`src/hw/rtl/int_hash_set_probe_engine_defines.svh`:
```
// Assertion macros for the hash set probe engine.
// Used by modules that include this header; relies on clk and rst in scope.
`ifndef INT_HASH_SET_PROBE_ENGINE_DEFINES_SVH
`define INT_HASH_SET_PROBE_ENGINE_DEFINES_SVH

// Same-cycle implication, checked outside reset.
`define HSP_ASSERT_NOW(label, ante, cons, msg) \
  label: assert property (@(posedge clk) disable iff (rst) (ante) |-> (cons)) else $error(msg);

// Next-cycle implication, checked outside reset.
`define HSP_ASSERT_NEXT(label, ante, cons, msg) \
  label: assert property (@(posedge clk) disable iff (rst) (ante) |=> (cons)) else $error(msg);

`endif

```
`src/hw/rtl/hsp_pkg.sv`:
```
// Package for the hash set probe engine: word types, codes and constants.
// No dependencies.
`timescale 1ns / 1ps
`default_nettype none
package hsp_pkg;

  localparam int CFG_W = 11;

  localparam logic [1:0] CFG_HASH_MODE  = 2'd0;
  localparam logic [1:0] CFG_SLOT_COUNT = 2'd1;
  localparam logic [1:0] CFG_LOAD_LIMIT = 2'd2;

  localparam logic [1:0] OP_ADD   = 2'd0;
  localparam logic [1:0] OP_QUERY = 2'd1;
  localparam logic [1:0] OP_CLEAR = 2'd2;

  localparam logic [1:0] ST_INSERTED    = 2'd0;
  localparam logic [1:0] ST_PRESENT     = 2'd1;
  localparam logic [1:0] ST_NOT_PRESENT = 2'd2;
  localparam logic [1:0] ST_FULL        = 2'd3;

  localparam logic [1:0] HM_LOOKUP3 = 2'd0;
  localparam logic [1:0] HM_MURMUR  = 2'd1;
  localparam logic [1:0] HM_MULADD  = 2'd2;

  localparam logic [31:0] LK3_INIT  = 32'h9e3779b9 + 32'd3923099;
  localparam logic [31:0] MUR_C1    = 32'h85ebca6b;
  localparam logic [31:0] MUR_C2    = 32'hc2b2ae35;
  localparam logic [31:0] MA_MUL    = 32'd7691;
  localparam logic [31:0] MA_ADD    = 32'd4201;

  typedef struct packed {
    logic [1:0]         operation;
    logic signed [31:0] value;
  } hsp_item_t;

  typedef struct packed {
    logic [1:0]  status;
    logic [10:0] element_count;
    logic [31:0] set_signature;
    logic [31:0] collision_total;
  } hsp_result_t;

  typedef enum logic [3:0] {
    S_IDLE, S_SWEEP, S_LOAD, S_HASH, S_MOD, S_STRIDE, S_READ, S_CHECK
  } hsp_state_t;

  function automatic logic [4:0] lk3_rot(input logic [2:0] step);
    logic [4:0] r;
    unique case (step)
      3'd0:    r = 5'd14;
      3'd1:    r = 5'd11;
      3'd2:    r = 5'd25;
      3'd3:    r = 5'd16;
      3'd4:    r = 5'd4;
      3'd5:    r = 5'd14;
      3'd6:    r = 5'd24;
      default: r = 5'd0;
    endcase
    return r;
  endfunction

endpackage
`default_nettype wire

```
`src/hw/rtl/hsp_hash.sv`:
```
// Iterative key hash: one shared mix/rotate unit and one multiplier stepped
// by a counter. Depends on hsp_pkg.
`timescale 1ns / 1ps
`default_nettype none
module hsp_hash
  import hsp_pkg::*;
(
  input  wire logic        clk,
  input  wire logic        rst,
  input  wire logic        start,
  input  wire logic [1:0]  mode,
  input  wire logic [31:0] key,
  output logic             done,
  output logic [31:0]      hash
);

  logic [31:0] a, b, c;
  logic [2:0]  cnt;
  logic [1:0]  mode_q;
  logic        busy;

  logic [31:0] mx, my, arx, mul_k, prod;
  logic [63:0] yy;
  logic        last;

  always_comb begin
    unique case (cnt)
      3'd0, 3'd3, 3'd6: begin mx = c; my = b; end
      3'd1, 3'd4:       begin mx = a; my = c; end
      default:          begin mx = b; my = a; end
    endcase
    yy  = {my, my} << lk3_rot(cnt);
    arx = (mx ^ my) - yy[63:32];
  end

  always_comb begin
    if (mode_q == HM_MURMUR) begin
      mul_k = (cnt == 3'd1) ? MUR_C1 : MUR_C2;
    end else begin
      mul_k = MA_MUL;
    end
    prod = a * mul_k;
  end

  always_comb begin
    unique case (mode_q)
      HM_LOOKUP3: last = (cnt == 3'd6);
      HM_MURMUR:  last = (cnt == 3'd4);
      default:    last = (cnt == 3'd1);
    endcase
  end

  always_ff @(posedge clk) begin
    if (rst) begin
      busy <= 1'b0;
      done <= 1'b0;
    end else begin
      done <= busy && last;
      if (start) begin
        busy <= 1'b1;
      end else if (last) begin
        busy <= 1'b0;
      end
    end
  end

  always_ff @(posedge clk) begin
    if (start) begin
      mode_q <= mode;
      cnt    <= 3'd0;
      a      <= (mode == HM_LOOKUP3) ? LK3_INIT + key : key;
      b      <= LK3_INIT;
      c      <= LK3_INIT;
    end else if (busy) begin
      cnt <= cnt + 3'd1;
      unique case (mode_q)
        HM_LOOKUP3: begin
          unique case (cnt)
            3'd0, 3'd3, 3'd6: c <= arx;
            3'd1, 3'd4:       a <= arx;
            default:          b <= arx;
          endcase
        end
        HM_MURMUR: begin
          unique case (cnt)
            3'd0, 3'd4: a <= a ^ (a >> 16);
            3'd2:       a <= a ^ (a >> 13);
            default:    a <= prod;
          endcase
        end
        default: begin
          a <= (cnt == 3'd0) ? prod : a + MA_ADD;
        end
      endcase
    end
  end

  assign hash = (mode_q == HM_LOOKUP3) ? c : a;

endmodule
`default_nettype wire

```
`config.mk`:
```
export PLATFORM = sky130hd
export DESIGN_NAME = hsp_hash
export DESIGN_NICKNAME = d
export VERILOG_FILES = /design/src/hw/rtl/int_hash_set_probe_engine_defines.svh /design/src/hw/rtl/hsp_pkg.sv /design/src/hw/rtl/hsp_hash.sv
export SDC_FILE = /design/constraint.sdc
export NUM_CORES = 2
export LEC_CHECK = 0
export ABC_AREA = 1
export BUFFER_PORTS_ARGS = -buffer_cell sky130_fd_sc_hd__buf_2
export CAP_MARGIN = 20
export CORE_MARGIN = 1
export CORE_UTILIZATION = 60
export DETAILED_ROUTE_END_ITERATION = 16
export GPL_ROUTABILITY_DRIVEN = 0
export PLACE_DENSITY = 0.85
export SYNTH_ARGS = -nofsm -noshare
export SYNTH_HDL_FRONTEND = slang
export SYNTH_SLANG_ARGS = --single-unit
```
`constraint.sdc`:
```
create_clock -name clk -period 7.4 [get_ports clk]
set_clock_uncertainty 0.1 [all_clocks]
set_input_delay 2.22 -clock clk [delete_from_list [all_inputs] [get_ports clk]]
set_output_delay 2.22 -clock clk [all_outputs]
set_load 0.01 [all_outputs]
```
==> flow_summary.yaml, run 1 <==
cts:
  hold_fix_buffer_count_after_cts: 0
  clock-sinks: 103
  cts_buffers: 9
  cts_htree_levels: 3
  cts-root-buf: "sky130_fd_sc_hd__clkbuf_16"
  cts_buffer_depth: 2
placement:
  place_hpwl_mm: 83.64
  dpl_worst_slack_ps: -396.3
  port_buffers: 69
run_status:
  failing_step: "global routing (5_1_grt)"
  outcome: "aborted with a tool error"
  error_that_halted_the_flow: "[ERROR GRT-0232] Routing congestion too high. Check the congestion heatmap in the GUI."
yosys:
  ys_async_sr_fraction_pct: 0
  synth.distinct_cells: 56
  ys_ff_latch: 103
  synth_warnings: 0
  synthesized_instance_count: 3578
  mappedNetlistNets: 4170
  synth.cell_area_sq_um: 25150
  synth-edff-count: 34
  synth_area_per_cell_sq_um: 7.029
  synth-main-ff-cell: "sky130_fd_sc_hd__dfxtp_1"
  yosysSeqAreaShare_pct: 9.552
grt:
  grt_start_max_net_pins: 75
  grt_remaining_overflow: 225
  global_route.usage.total_pct: 70.19
sta:
  timing.repair.worst_endpoint_type: "register input"
  end_pin_of_the_worst_setup_path_after_global_route_repair: "a[31]$_DFFE_PP_/D"
die:
  die_w_um: 206.7
  floorplan.rows: 74
  starting_density_of_the_core_pct: 61.18
  boundaryPins: 70
  chipHeight_um: 206.7
kinds of logic after synthesis:
family,after synthesis,share of synthesized area [%]
xor+xnor,115,4.005
flops,103,9.552
fa+ha+maj,555,37.25
simple gates,1284,21.34
mux,13,0.5174
buf+inv,836,12.72
compound gates,672,14.62
through the flow:
step,cells,hold WS [ps],instance area (sq um)
4_1_cts,4355,397.8,28640
3_5_place_dp,4327,380.3,27820
2_1_floorplan,3578,337.8,25170
3_3_place_gp,4327,376.1,27820
cell usage after synthesis (3+ instances only):
library cell                number  area [sq um]
sky130_fd_sc_hd__a21o_1          7         52.55
sky130_fd_sc_hd__a21oi_1       199         996.0
sky130_fd_sc_hd__a221oi_1       17         148.9
sky130_fd_sc_hd__a31o_2          3         26.28
sky130_fd_sc_hd__a31oi_1        26         162.7
sky130_fd_sc_hd__buf_1          18         67.56
sky130_fd_sc_hd__buf_2          18         90.09
sky130_fd_sc_hd__buf_4           3         22.52
sky130_fd_sc_hd__buf_6           3         33.78
sky130_fd_sc_hd__clkbuf_1      106         397.9
sky130_fd_sc_hd__clkinv_1       13         48.80
sky130_fd_sc_hd__dfxtp_1        69          1381
sky130_fd_sc_hd__edfxtp_1       34          1021
sky130_fd_sc_hd__fa_1          323          6466
sky130_fd_sc_hd__ha_1          232          2903
sky130_fd_sc_hd__inv_1         657          2466
sky130_fd_sc_hd__inv_2          16         60.06
sky130_fd_sc_hd__mux2i_1        13         130.1
sky130_fd_sc_hd__nand2_1       695          2609
sky130_fd_sc_hd__nand2_4         4         45.04
sky130_fd_sc_hd__nand3_1       200          1001
sky130_fd_sc_hd__nand3b_1        8         60.06
sky130_fd_sc_hd__nand4_1        23         143.9
sky130_fd_sc_hd__nor2_1        287          1077
sky130_fd_sc_hd__nor2_2          8         50.05
sky130_fd_sc_hd__nor3_1         26         130.1
sky130_fd_sc_hd__nor4_1          9         56.30
sky130_fd_sc_hd__o2111ai_1       6         52.55
sky130_fd_sc_hd__o211ai_1       20         150.1
sky130_fd_sc_hd__o21a_1          5         37.54
sky130_fd_sc_hd__o21ai_0       286          1431
sky130_fd_sc_hd__o21ai_1        54         270.3
sky130_fd_sc_hd__o21bai_1        7         52.55
sky130_fd_sc_hd__o221ai_1        3         26.28
sky130_fd_sc_hd__o22ai_1        25         156.4
sky130_fd_sc_hd__o311ai_0        3         26.28
sky130_fd_sc_hd__o31ai_1         5         37.54
sky130_fd_sc_hd__or2_2          12         75.07
sky130_fd_sc_hd__xnor2_1        50         437.9
sky130_fd_sc_hd__xor2_1         65         569.3
layer usage:
layer	GRT overflow	GRT usage (%)
met1	6	71.40
met2	119	82.93
met3	9	58.60
met4	91	66.08
met5	0	36.75
timing repair:
action / CTS
resized for setup: 101
pin swaps: 55
setup endpoints to repair: 19
setup buffers: 12
==> run 2: changes to the inputs <==
--- a/config.mk
+++ b/config.mk
@@ -9,10 +9,10 @@
 export BUFFER_PORTS_ARGS = -buffer_cell sky130_fd_sc_hd__buf_2
 export CAP_MARGIN = 20
 export CORE_MARGIN = 1
-export CORE_UTILIZATION = 60
+export CORE_UTILIZATION = 40
 export DETAILED_ROUTE_END_ITERATION = 16
 export GPL_ROUTABILITY_DRIVEN = 0
-export PLACE_DENSITY = 0.85
+export PLACE_DENSITY_LB_ADDON = 0.15
 export SYNTH_ARGS = -nofsm -noshare
 export SYNTH_HDL_FRONTEND = slang
 export SYNTH_SLANG_ARGS = --single-unit
==> constraint.sdc (replaced) <==
create_clock -name clk -period 9.6 [get_ports clk]
set_clock_uncertainty 0.1 [all_clocks]
set_input_delay 2.88 -clock clk [delete_from_list [all_inputs] [get_ports clk]]
set_output_delay 2.88 -clock clk [all_outputs]
set_load 0.01 [all_outputs]
==> run 2 against run 1 <==
Synthesized cell count did not move. Synthesized area did not move. The flow now finishes without violations.
==> flow_summary.yaml, run 2 <==
run_status:
  outcome: "complete, no violations"
cts:
  cts_buffer_depth: 2
  cts_htree_levels: 3
  hold_fix_buffer_count_after_cts: 0
  worst_setup_hold_path_clk_slew_ps: 80
  clock-sinks: 103
  cts_buffers: 9
  cts_tree: "built"
  clock_insertion_delay_worst_skew_ps: 370
  count_of_instances_resized_after_the_clock_tree_is_built: 0
  cts-root-buf: "sky130_fd_sc_hd__clkbuf_16"
  cts.repair_timing.setup_buffer_count: 0
placement:
  place_hpwl_mm: 89.70
  port_buffers: 69
grt:
  groute.layer.met3.usage_pct: 7.147
  antenna_violations_before_repair: 4
  global_route_wire_length_before_repair_mm: 161.5
  grt_remaining_overflow: 0
  groute.layer.met1.usage_pct: 45.66
  grt_start_max_net_pins: 80
  gr-usage-met2_pct: 53.06
  global_route.usage.total_pct: 35.05
  grt_pass1_vias: 24240
  busiest_grt_layer: "met2"
sta:
  final_number_of_hold_violating_endpoints: 0
  setup_viol_count_final: 0
  period_minus_slack_ps: 8980
  timing_limited_maximum_frequency_mhz: 111.4
  final_min_period_over_clock_period_pct: 93.54
  grt_setup_unrepaired: "no"
  timing_worst_slew_pin_value_ps: 1243
  max_slew_margin_pct: 16.80
  finalMaxSlewViolations: 0
  final.setup.tns_ps: 0
yosys:
  synth_xor_xnor_area_share_pct: 4.005
  ys_ff_latch: 103
  synth.cell_area_sq_um: 25150
  synth_mux_area_share_pct: 0.5174
  mappedNetlistNets: 4170
  synth.top_cell.area_share_pct: 25.71
  synth-edff-count: 34
  yosysSeqAreaShare_pct: 9.552
  synth_top_cell_by_area: "sky130_fd_sc_hd__fa_1"
  synthAdderAreaFrac_pct: 37.25
  synthTopCellsByArea: "sky130_fd_sc_hd__fa_1, sky130_fd_sc_hd__ha_1, sky130_fd_sc_hd__nand2_1, sky130_fd_sc_hd__inv_1, sky130_fd_sc_hd__o21ai_0"
  synthesized_instance_count: 3578
  synth_top_family_by_area: "adder cells"
  yosysMostFrequentCell: "sky130_fd_sc_hd__nand2_1"
  synth.distinct_cells: 56
  synth_area_per_cell_sq_um: 7.029
  synth-compound-area-share_pct: 14.62
  synth.top_cells.by_count: "sky130_fd_sc_hd__nand2_1, sky130_fd_sc_hd__inv_1, sky130_fd_sc_hd__fa_1"
  synth_warnings: 0
  ys_async_sr_fraction_pct: 0
  post_synth_and_or_nand_nor_area_fraction_pct: 21.34
  synth-main-ff-cell: "sky130_fd_sc_hd__dfxtp_1"
detailed_routing:
  detail_route.drc_violations: 0
  drt_first_pass_iters: 6
  initialDrtViolationCount: 2889
  route.detailed.wl_per_inst_um: 24.91
  routed-via-count: 25030
  postRouteAntennaNets: 0
  route.final.wire_length_mm: 110.6
  avgViaCountPerCell: 5.635
cells_and_area:
  final_net_count: 4190
  area_growth_from_synthesis_to_layout_pct: 7.035
  final_core_utilization_pct: 43.46
  layout_commonest_cell: "sky130_fd_sc_hd__nand2_1"
  multiInputGateArea_sq_um: 19570
  count_of_filler_cells_inserted_in_the_layout: 6704
  mostFrequentLayoutCells: "sky130_fd_sc_hd__nand2_1, sky130_fd_sc_hd__inv_1, sky130_fd_sc_hd__fa_1"
  final_layout_size_suffix_gt1_share_pct: 6.358
  top_regs: "a: 32 flops, b: 32 flops, c: 32 flops"
  final-seq-area_sq_um: 2402
min_path:
  timing.hold.worst_endpoint: "b[21]$_SDFFE_PP1P_"
  holdCritStartpoint: "b[21]$_SDFFE_PP1P_"
  min_path_cells: 2
  min_path_type: "reg -> reg"
die:
  chipHeight_um: 252.8
  die_ar_sq_um: 63880
  starting_density_of_the_core_pct: 40.60
  floorplan.rows: 91
  core-area_sq_um: 61940
  boundaryPins: 70
  die_w_um: 252.8
worst_setup_path:
  ff2ff_setup_slack_ps: 620
  critical_path.top_delay_family: "adder cells"
  timing.critical_path.from_type: "flip-flop"
  worstSetupEndpointType: "flip-flop"
  worst_setup_path_startpoint: "mode_q[1]$_DFFE_PP_"
  critical_path.n_buffers_inverters: 6
  critical_path.reg2reg.endpoint: "a[25]$_DFFE_PP_"
  maximum_fanout_encountered_on_the_critical_timing_path: 20
  critical_path.slowest_cell: "sky130_fd_sc_hd__edfxtp_1"
  required_ps: 9750
  path_common_cell: "sky130_fd_sc_hd__fa_1"
  cp_slowest_stage_delay_ps: 600
  rr_worst_depth: 30
  critPathArrivalTime_ps: 9130
  worst-setup-path-type: "reg -> reg"
  worst_r2r_startpoint: "mode_q[1]$_DFFE_PP_"
job:
  max_cap_viol_count: 0
==> run 2: cell counts after synthesis <==
No cell type changed its count.
==> run 2: stage by stage <==
stage	setup slack, ps	instances	cell area, sq um	hold slack, ps
after global routing	331.8	4439	26910	414.0
after CTS	829.2	4439	26910	402.0
after detailed placement	860.0	4424	26610	381.3
after floorplan	2013	3578	25150	337.8
final	619.8	4441	26920	403.3
after global placement	922.9	4424	26610	380.3
==> run 2: how the worst max path moves through the flow <==
stage	endpoint	slack [ps]	depth (start not counted)
global placement	a[25]$_DFFE_PP_	920	30
floorplan	a[28]$_DFFE_PP_	2010	35
global route	a[25]$_DFFE_PP_	330	30
detailed placement	a[25]$_DFFE_PP_	860	30
CTS	a[25]$_DFFE_PP_	830	30
finish	a[25]$_DFFE_PP_	620	30
==> run 2: worst register-to-register path, delay by kind of cell (launching register included) <==
kind	cells	cell delay, ps
AO/OA/AOI/OAI	3	680
AND/OR/NAND/NOR	11	2170
adder cells (fa/ha/maj)	9	4030
buffers and inverters	6	700
XOR/XNOR	1	590
flip-flops	1	600
==> run 2: area by class of cell <==
cell class,count,area share (%)
Timing Repair Buffer,157,3.737
Sequential cell,103,8.924
Clock buffer,12,1.036
Tap cell,837,3.890
Clock inverter,3,0.07901
Multi-Input combinational cell,2639,72.71
Antenna cell,2,0.01859
Inverter,688,9.607
==> run 2: routing by layer <==
| metal | wire (um) | vias to the layer above |
|---|---|---|
| met4 | 8321 | 2 |
| met2 | 47070 | 1332 |
| met3 | 10890 | 360 |
| met5 | 13 | - |
| met1 | 44330 | 11910 |
| li1 | - | 11430 |
==> run 2: logic make-up after synthesis <==
group           count (synthesis)
simple gates                 1284
buf+inv                       836
xor+xnor                      115
fa+ha+maj                     555
flops                         103
mux                            13
compound gates                672
Power of run 2 is not shown: default switching activity piles up to over one toggle a cycle in this logic, so the estimate is an artifact.
