## src/hw/rtl/int_hash_set_probe_engine_defines.svh

```systemverilog
// Assertion macros for the hash set probe engine.
// Used by modules that include this header; relies on clk and rst in scope.
`ifndef INT_HASH_SET_PROBE_ENGINE_DEFINES_SVH
`define INT_HASH_SET_PROBE_ENGINE_DEFINES_SVH

// Same-cycle implication, checked outside reset.
`define HSP_ASSERT_NOW(label, ante, cons, msg) \
  label: assert property (@(posedge clk) disable iff (rst) (ante) |-> (cons)) else $error(msg);

// Next-cycle implication, checked outside reset.
`define HSP_ASSERT_NEXT(label, ante, cons, msg) \
  label: assert property (@(posedge clk) disable iff (rst) (ante) |=> (cons)) else $error(msg);

`endif

```

## src/hw/rtl/hsp_pkg.sv

```systemverilog
// Package for the hash set probe engine: word types, codes and constants.
// No dependencies.
`timescale 1ns / 1ps
`default_nettype none
package hsp_pkg;

  localparam int CFG_W = 11;

  localparam logic [1:0] CFG_HASH_MODE  = 2'd0;
  localparam logic [1:0] CFG_SLOT_COUNT = 2'd1;
  localparam logic [1:0] CFG_LOAD_LIMIT = 2'd2;

  localparam logic [1:0] OP_ADD   = 2'd0;
  localparam logic [1:0] OP_QUERY = 2'd1;
  localparam logic [1:0] OP_CLEAR = 2'd2;

  localparam logic [1:0] ST_INSERTED    = 2'd0;
  localparam logic [1:0] ST_PRESENT     = 2'd1;
  localparam logic [1:0] ST_NOT_PRESENT = 2'd2;
  localparam logic [1:0] ST_FULL        = 2'd3;

  localparam logic [1:0] HM_LOOKUP3 = 2'd0;
  localparam logic [1:0] HM_MURMUR  = 2'd1;
  localparam logic [1:0] HM_MULADD  = 2'd2;

  localparam logic [31:0] LK3_INIT  = 32'h9e3779b9 + 32'd3923099;
  localparam logic [31:0] MUR_C1    = 32'h85ebca6b;
  localparam logic [31:0] MUR_C2    = 32'hc2b2ae35;
  localparam logic [31:0] MA_MUL    = 32'd7691;
  localparam logic [31:0] MA_ADD    = 32'd4201;

  typedef struct packed {
    logic [1:0]         operation;
    logic signed [31:0] value;
  } hsp_item_t;

  typedef struct packed {
    logic [1:0]  status;
    logic [10:0] element_count;
    logic [31:0] set_signature;
    logic [31:0] collision_total;
  } hsp_result_t;

  typedef enum logic [3:0] {
    S_IDLE, S_SWEEP, S_LOAD, S_HASH, S_MOD, S_STRIDE, S_READ, S_CHECK
  } hsp_state_t;

  function automatic logic [4:0] lk3_rot(input logic [2:0] step);
    logic [4:0] r;
    unique case (step)
      3'd0:    r = 5'd14;
      3'd1:    r = 5'd11;
      3'd2:    r = 5'd25;
      3'd3:    r = 5'd16;
      3'd4:    r = 5'd4;
      3'd5:    r = 5'd14;
      3'd6:    r = 5'd24;
      default: r = 5'd0;
    endcase
    return r;
  endfunction

endpackage
`default_nettype wire

```

## src/hw/rtl/hsp_mod.sv

```systemverilog
// Restoring remainder unit: one dividend bit per cycle.
// Depends on hsp_pkg.
`timescale 1ns / 1ps
`default_nettype none
module hsp_mod
  import hsp_pkg::*;
#(
  parameter int CW = 11,
  parameter int SW = 10
) (
  input  wire logic          clk,
  input  wire logic          rst,
  input  wire logic          start,
  input  wire logic [31:0]   dividend,
  input  wire logic [CW-1:0] divisor,
  output logic               done,
  output logic [SW-1:0]      rem
);

  logic [31:0]   d;
  logic [CW-1:0] r;
  logic [4:0]    cnt;
  logic          busy;
  logic [CW:0]   t;

  assign t = {r, d[31]};

  always_ff @(posedge clk) begin
    if (rst) begin
      busy <= 1'b0;
      done <= 1'b0;
    end else begin
      done <= busy && (cnt == 5'd31);
      if (start) begin
        busy <= 1'b1;
      end else if (cnt == 5'd31) begin
        busy <= 1'b0;
      end
    end
  end

  always_ff @(posedge clk) begin
    if (start) begin
      d   <= dividend;
      r   <= '0;
      cnt <= 5'd0;
    end else if (busy) begin
      d   <= d << 1;
      cnt <= cnt + 5'd1;
      if (t >= {1'b0, divisor}) begin
        r <= CW'(t - {1'b0, divisor});
      end else begin
        r <= CW'(t);
      end
    end
  end

  assign rem = SW'(r);

endmodule
`default_nettype wire

```

## config.mk

```make
export PLATFORM = sky130hd
export DESIGN_NAME = hsp_mod
export DESIGN_NICKNAME = d
export VERILOG_FILES = /design/src/hw/rtl/int_hash_set_probe_engine_defines.svh /design/src/hw/rtl/hsp_pkg.sv /design/src/hw/rtl/hsp_mod.sv
export SDC_FILE = /design/constraint.sdc
export NUM_CORES = 1
export LEC_CHECK = 0
export BUFFER_PORTS_ARGS = -buffer_cell sky130_fd_sc_hd__buf_4
export CAP_MARGIN = 0
export CORE_ASPECT_RATIO = 0.5
export CORE_UTILIZATION = 45
export CTS_CLUSTER_SIZE = 25
export DETAILED_ROUTE_END_ITERATION = 6
export GPL_TIMING_DRIVEN = 0
export HOLD_SLACK_MARGIN = 0.05
export PLACE_DENSITY = 0.76
export RECOVER_POWER = 25
export SYNTH_ARGS = -nofsm -noshare
export SYNTH_HDL_FRONTEND = slang
export SYNTH_SLANG_ARGS = --single-unit
```

## constraint.sdc

```tcl
create_clock -name clk -period 6 [get_ports clk]
set_input_delay 1.8 -clock clk [delete_from_list [all_inputs] [get_ports clk]]
set_output_delay 1.8 -clock clk [all_outputs]
set_load 0.01 [all_outputs]
```

After elaboration in Yosys (flattened, before gate mapping). Cells that the tools add are included.

Register bits: 50.

Mux-type cells: 5. $lt $le $gt $ge: 1. $add $sub $neg: 2. Equality and inequality tests: 1. Reduce and logical (&&, ||, !) cells: 3.

Operators with widths (count): $mux 32 (2); $ge 12x11->1 (1); $mux 11 (1); $sub 11x11->11 (1); $add 5x1->5 const B (1); $eq 5x5->1 const B (1); $reduce_bool 2->1 (2); $mux 1 (2); $logic_and 1x1->1 (1).

Logic depth before layout (Yosys ltp). Gate-level depths: netlist of the first run.

Word-level depth: 3. Mapped depth: 10. Mapped depth without buffers: 9.

Least setup slack after synthesis of the first run. Ideal clock, no wire load.

Kind: input to register. From: in divisor[9]. To: reg r[0]. Cell stages on the path: 8. Slack: 2.311 ns. Arrival time: 3.604 ns. Path buffers: 0. Library setup time: 0.086 ns. Cell sequence: inv_1 ha_1 a21o_1 a211o_1 a211o_1 nor2_4 mux2_2 a211oi_1.

Word-level cells in the longest chain between the ends: 2.

Ends and longest elaborated chain: start, declared (line hsp_mod.sv:15) `input wire logic [CW-1:0] divisor,`; $ge 12x11->1 (line hsp_mod.sv:50) `if (t >= {1'b0, divisor}) begin`; $mux 11 (line hsp_mod.sv:50); end signal, assigned (line hsp_mod.sv:51) `r <= CW'(t - {1'b0, divisor});`; end signal, assigned (line hsp_mod.sv:53) `r <= CW'(t);`; end, declared (line hsp_mod.sv:21) `logic [CW-1:0] r;`.

Every way passes these cells. A chain may end at the register's enable or synchronous reset.

Final worst setup path of the first run.
From: in divisor[0]. To: reg r[0].

Word-level cells in the longest chain between the ends: 2.

Ends and longest elaborated chain (line): $sub 11x11->11 / $ge 12x11->1 (equally long branches) (hsp_mod.sv:51, hsp_mod.sv:50); $mux 11 (*) (hsp_mod.sv:50).

Mark *: on every way between the ends. The rest lies on a longest branch, timed or not.

==> reports/summary.txt, run 1 <==
Crit path capture type: flop
Worst-skew pair later-pin latency: 0.29 ns
Cell Chain, Critical Path: buf_4, ha_1, fa_1, nand2b_1, a21oi_2, o2111a_1, nor2_4, mux2_2, a211oi_1
Startpoint types: input pin
CP delay by family, top: compound AO/OA/AOI/OAI gates
Placed cell count: 373
Ys Warns: 0
CTS root buf: clkbuf_16
Max incr delay on CP: 0.39 ns
Core ar.: 5682 um^2
GRT overflow: 0
Req. time, crit path: 6.19 ns
Pint: 0.0006696 W
Number of synthesized register bits: 50
Max Freq: 267.5 MHz
Sink Count: 50
Final non-filler cell total: 381
DIE HEIGHT: 57.31 um
RR Endpoint: r[0]$_SDFFE_PP0P_
Rows: 19
Seq pwr share: 47.1%
N_diodes: 0
Synth Cell Area: 2753 um^2
Combinational share of power: 19.2%
Area growth, synth to finish: 23.91%
Hold/Removal Path Class: reg -> reg
Reg2reg start: r[7]$_SDFFE_PP0P_
Hold Crit Depth: 2
Worst-path cell with the longest stage delay: fa_1
Num ports: 57
Crit path max fanout: 9
Clk pwr share: 33.7%
Max Buffers Root-to-Sink: 2
Syn Area/Cell: 11.24 um^2
Via count of the first global-routing pass: 1944
Commonest cells after routing, fill and taps aside: buf_4, mux2_2, edfxtp_1
Dpl cell area: 3257 um^2
Pwr Density: 259.5 nW/um^2
Pin count of the biggest net entering global routing: 33
R2R cell count: 7
Hold Vio Cnt, Final: 0
Wire per inst: 14.28 um
Critical Path AT: 3.93 ns
Drc violations: 0
Final #Nets: 367
Setup TNS: 0 ns
Post-synthesis sequential area ratio: 48.00%
RePlAce Congestion: 0.7987
Proportion of layout cells with a drive suffix above 1: 35.71%
Die X: 112.6 um
Htree depth: 2
Port Buf Inserts: 55
HPWL after DPL: 4024 um
EDFF count, synth: 32
Inserted Clock Buffers: 5
Die area: 6453 um^2
Number of gates resized after CTS: 0
Tightest Pin Transition: 1.190 ns
Final ANT Viol Nets: 0
R2r setup slk: 3.53 ns
Setup bufs post-CTS: 0
Setup-failing EPs final: 0
Total GRT Usage: 17.77%
Hold Crit Endpoint: r[8]$_SDFFE_PP0P_
Fin area: 3411 um^2
Syn Nets: 305
Vias per cell: 5.344
RSZ-0062 raised after global routing: no
Synth Flop Type: edfxtp_1
Initial Utilization: 48.45%
Switching share of power: 24.35%
Maxcap violations: 0
Relative slew margins: 20.55%
Max IR drop VDD: 0.1555 mV
Post-synthesis cell type count: 49
# hold bufs at CTS: 0
Crit Path Class: in -> reg
Commonest non-fill, non-tap cell in the layout: buf_4
Max-slew violations: 0
Status: completed
CTS tree: done
Post-synth ARST share: 0%
Post-layout min period: 3.739 ns
Net Sw Power: 0.0002156 W
Initial antenna violation count: 0
Worst Min Path Start: r[8]$_SDFFE_PP0P_
Fin Hold WS: 0.4990 ns
Crit share post-route: 62.31%
Crit path buf inv count: 1
DR pass1 iterations: 4
P_leak: 1.507 nW
Drt total wl: 5441 um
First-pass GRT wire length: 8845 um
DR vias: 2036
Reg clk slew, reported paths: 0.07 ns
DRC marker count from the first detailed-route iteration: 103
Post-Syn Instances: 245
Worst clock skew: 0.006562 ns
Filler Cells Inserted: 462
## routing by layer
layer | part of all wire [%] | wire [um] | vias up | track usage, %
li1 | - | - | 1014 | -
met1 | 46 | 2504 | 975 | 21.79
met2 | 48 | 2620 | 40 | 32.01
met3 | 4.5 | 245 | 7 | 3.613
met4 | 1.3 | 71 | 0 | 5.714
met5 | 0 | 0 | - | 0
## power by group through the flow
stage / clock (W) / combinational (W) / sequential [W]
2_1_floorplan: 0 / 0.000117 / 0.000418
3_3_place_gp: 0 / 0.000163 / 0.000423
3_5_place_dp: 0 / 0.000169 / 0.000424
4_1_cts: 0.000302 / 0.000170 / 0.000417
5_1_grt: 0.000315 / 0.000187 / 0.000420
6_report: 0.000299 / 0.000170 / 0.000417
## flip-flops by register name (all words and copies together) (netlist names)
register and flops:
busy 1, cnt 5, d 32, done 1, r 11
## worst max-delay path by stage
stage / from / endpoint / cells after the start
2_1_floorplan: divisor[9] / r[0]$_SDFFE_PP0P_ / 8
3_3_place_gp: divisor[0] / r[7]$_SDFFE_PP0P_ / 10
3_5_place_dp: divisor[0] / r[0]$_SDFFE_PP0P_ / 9
4_1_cts: divisor[0] / r[0]$_SDFFE_PP0P_ / 9
5_1_grt: divisor[9] / r[0]$_SDFFE_PP0P_ / 9
6_report: divisor[0] / r[0]$_SDFFE_PP0P_ / 9
## cell usage after synthesis, types with 2 or more instances
library cell / number / area [um^2]
a21oi_2: 2 / 17.52
nor2_1: 18 / 67.56
xnor2_1: 3 / 26.28
nand3_1: 3 / 15.01
nor3b_1: 2 / 15.01
o21ai_0: 6 / 30.03
a31oi_1: 3 / 18.77
xor2_1: 5 / 43.79
edfxtp_1: 32 / 960.9
and4_1: 2 / 17.52
a211o_1: 2 / 17.52
nand2_1: 18 / 67.56
a32oi_1: 2 / 17.52
clkbuf_1: 4 / 15.01
dfxtp_1: 18 / 360.4
nand2b_1: 2 / 12.51
buf_1: 3 / 11.26
ha_1: 13 / 162.7
a311oi_1: 5 / 43.79
mux2i_1: 4 / 40.04
a21o_1: 4 / 30.03
inv_1: 16 / 60.06
or3_2: 2 / 15.01
buf_4: 10 / 75.07
nor4_1: 2 / 12.51
and3_1: 2 / 12.51
nor3_1: 3 / 15.01
nor2b_1: 2 / 12.51
mux2_2: 32 / 360.4
a21oi_1: 6 / 30.03
## cell families (layout without fill, tap and decap cells)
family          after synthesis  in the layout  share of synthesized area (%)
simple gates                 62             62                          11.27
flops                        50             50                          48.00
compound gates               41             41                          10.73
mux                          36             36                          14.55
buf+inv                      34             97                          6.273
fa+ha+maj                    14             14                          6.637
xor+xnor                      8              8                          2.546
## area by class of cell
cell class                 count  area [um^2]  share of cell area [%]
sequential                    50         1321                   38.74
clock buffer                   7        153.9                   4.512
tap                           73        91.34                   2.678
inverter                      16        60.06                   1.761
buffer                        18        112.6                   3.302
timing repair buffer          55        409.1                   12.00
multi-input combinational    161         1259                   36.90
clock inverter                 1        3.754                  0.1101
## tightest hold or removal path, stage by stage (launching register included)
cell	delay (ns)
dfxtp_1	0.34
nand2_1	0.06
o21ai_1	0.05
## stage by stage
stage,worst slack [ns],util (%),total power (W)
2_1_floorplan,2.311,-,0.0005345
3_3_place_gp,2.039,57.32,0.0005855
3_5_place_dp,1.953,57.32,0.0005929
4_1_cts,2.251,60.10,0.0008891
5_1_grt,2.174,60.03,0.0009217
6_report,2.261,60.03,0.0008852
Power figures use the tool's default switching activity.
==> run 2: changes to the inputs <==
- clock period: 6 -> 3.56 ns (I/O delays scaled with it)
==> run 2 against run 1 <==
  * Global-route usage did not move
  * Wire length barely moved
  * Power rose by 69%
  * Worst setup slack got worse by 1.7 ns
  * Via count did not move
  * First-iteration DRC count did not move
  * Sequential share of layout area did not move
  * Critical path type unchanged
  * Largest cell class unchanged
==> reports/summary.txt, run 2 (synthesis results as in run 1) <==
Status: completed
Crit path max fanout: 9
P_leak: 1.507 nW
RePlAce Congestion: 0.7987
Total GRT Usage: 17.77%
HPWL after DPL: 4024 um
Final ANT Viol Nets: 0
Initial antenna violation count: 0
Vias per cell: 5.344
Max incr delay on CP: 0.39 ns
Register with the highest flop count: d
Number of gates resized after CTS: 0
Port Buf Inserts: 55
Hold/Removal Path Class: reg -> reg
Drt total wl: 5443 um
DIE HEIGHT: 57.31 um
CTS root buf: clkbuf_16
Inserted Clock Buffers: 5
R2R cell count: 7
N_diodes: 0
DRC marker count from the first detailed-route iteration: 103
Core ar.: 5682 um^2
First-pass GRT wire length: 8845 um
Via count of the first global-routing pass: 1944
DR vias: 2036
Wire per inst: 14.29 um
Die area: 6453 um^2
Pin count of the biggest net entering global routing: 33
Tightest Pin Transition: 1.190 ns
Max Buffers Root-to-Sink: 2
Worst-path cell with the longest stage delay: fa_1
Cell Chain, Critical Path: buf_4, ha_1, fa_1, nand2b_1, a21oi_2, o2111a_1, nor2_4, mux2_2, a211oi_1
CP delay by family, top: compound AO/OA/AOI/OAI gates
Setup TNS: 0 ns
R2r setup slk: 1.09 ns
Die X: 112.6 um
Sink Count: 50
Max reg flops: 32
Setup bufs post-CTS: 0
Crit Path Class: in -> reg
Max IR drop VDD: 0.2620 mV
Max-slew violations: 0
Reg2reg start: r[7]$_SDFFE_PP0P_
Crit share post-route: 84.46%
Post-layout min period: 3.007 ns
CTS tree: done
Htree depth: 2
Crit path launch: divisor[0]
Crit path buf inv count: 1
Proportion of layout cells with a drive suffix above 1: 35.71%
RR Endpoint: r[0]$_SDFFE_PP0P_
Post-Place Setup Slack: 0.2447 ns
Hold Vio Cnt, Final: 0
Maxcap violations: 0
Initial Utilization: 48.45%
Rows: 19
Reg clk slew, reported paths: 0.07 ns
Biggest regs: d x32, r x11, cnt x5
Startpoint types: input pin
Max Freq: 332.6 MHz
Relative slew margins: 20.55%
Worst-skew pair later-pin latency: 0.29 ns
Crit path capture type: flop
Num ports: 57
RSZ-0062 raised after global routing: no
# hold bufs at CTS: 0
Req. time, crit path: 3.75 ns
Commonest cells after routing, fill and taps aside: buf_4, mux2_2, edfxtp_1
Worst clock skew: 0.006562 ns
Drc violations: 0
Critical Path AT: 3.20 ns
Setup-failing EPs final: 0
Pwr Total: 0.001492 W
Area growth, synth to finish: 23.91%
Setup ws final: 0.5534 ns
Commonest non-fill, non-tap cell in the layout: buf_4
DR pass1 iterations: 4
CP Depth: 9
Final #Nets: 367
Crit path to: r[0]$_SDFFE_PP0P_
GRT overflow: 0
Pwr Density: 437.4 nW/um^2
==> run 2: worst min path at each step <==
| stage | from | endpoint | slack, ns | cells past startpoint |
|---|---|---|---|---|
| finish | r[8]$_SDFFE_PP0P_ | r[8]$_SDFFE_PP0P_ | 0.50 | 2 |
| global route | r[8]$_SDFFE_PP0P_ | r[8]$_SDFFE_PP0P_ | 0.53 | 2 |
| CTS | r[8]$_SDFFE_PP0P_ | r[8]$_SDFFE_PP0P_ | 0.50 | 2 |
| detailed placement | r[8]$_SDFFE_PP0P_ | r[8]$_SDFFE_PP0P_ | 0.49 | 2 |
| global placement | cnt[4]$_SDFFE_PP0P_ | cnt[4]$_SDFFE_PP0P_ | 0.48 | 2 |
| floorplan | r[8]$_SDFFE_PP0P_ | r[8]$_SDFFE_PP0P_ | 0.46 | 2 |
==> run 2: layout make-up <==
cell class | count | area (um^2)
fillers | 462 | 2271
repair buffers | 55 | 409.1
well taps | 73 | 91.34
plain buffers | 18 | 112.6
clock buffers | 7 | 153.9
clock inverters | 1 | 3.754
inverters | 16 | 60.06
flip-flops and latches | 50 | 1321
multi-input cells | 161 | 1259
==> run 2: stage by stage <==
stage	instances	hold WS, ns	util (%)	cell area, um^2
floorplan	245	0.4564	-	2753
finish	381	0.4990	60.03	3411
global route	381	0.5251	60.03	3411
global placement	373	0.4810	57.32	3257
CTS	381	0.4988	60.10	3415
detailed placement	373	0.4910	57.32	3257
==> run 2: metal layers <==
layer	part of all wire [%]	routed length, um	track usage (%)
met4	1.3	71	5.714
met3	4.5	245	3.613
met5	0	0	0
met1	46	2505	21.79
met2	48	2621	32.01
==> run 2: report_power, final <==
group          switching (W)  internal, W  leakage (nW)
registers          0.0000248     0.000678         0.470
clock network       0.000202     0.000301        0.0767
logic               0.000137     0.000149         0.961
==> run 2: tightest hold or removal path: stages (launching register included) <==
cell     delay (ns)
dfxtp_1        0.34
nand2_1        0.06
o21ai_1        0.05
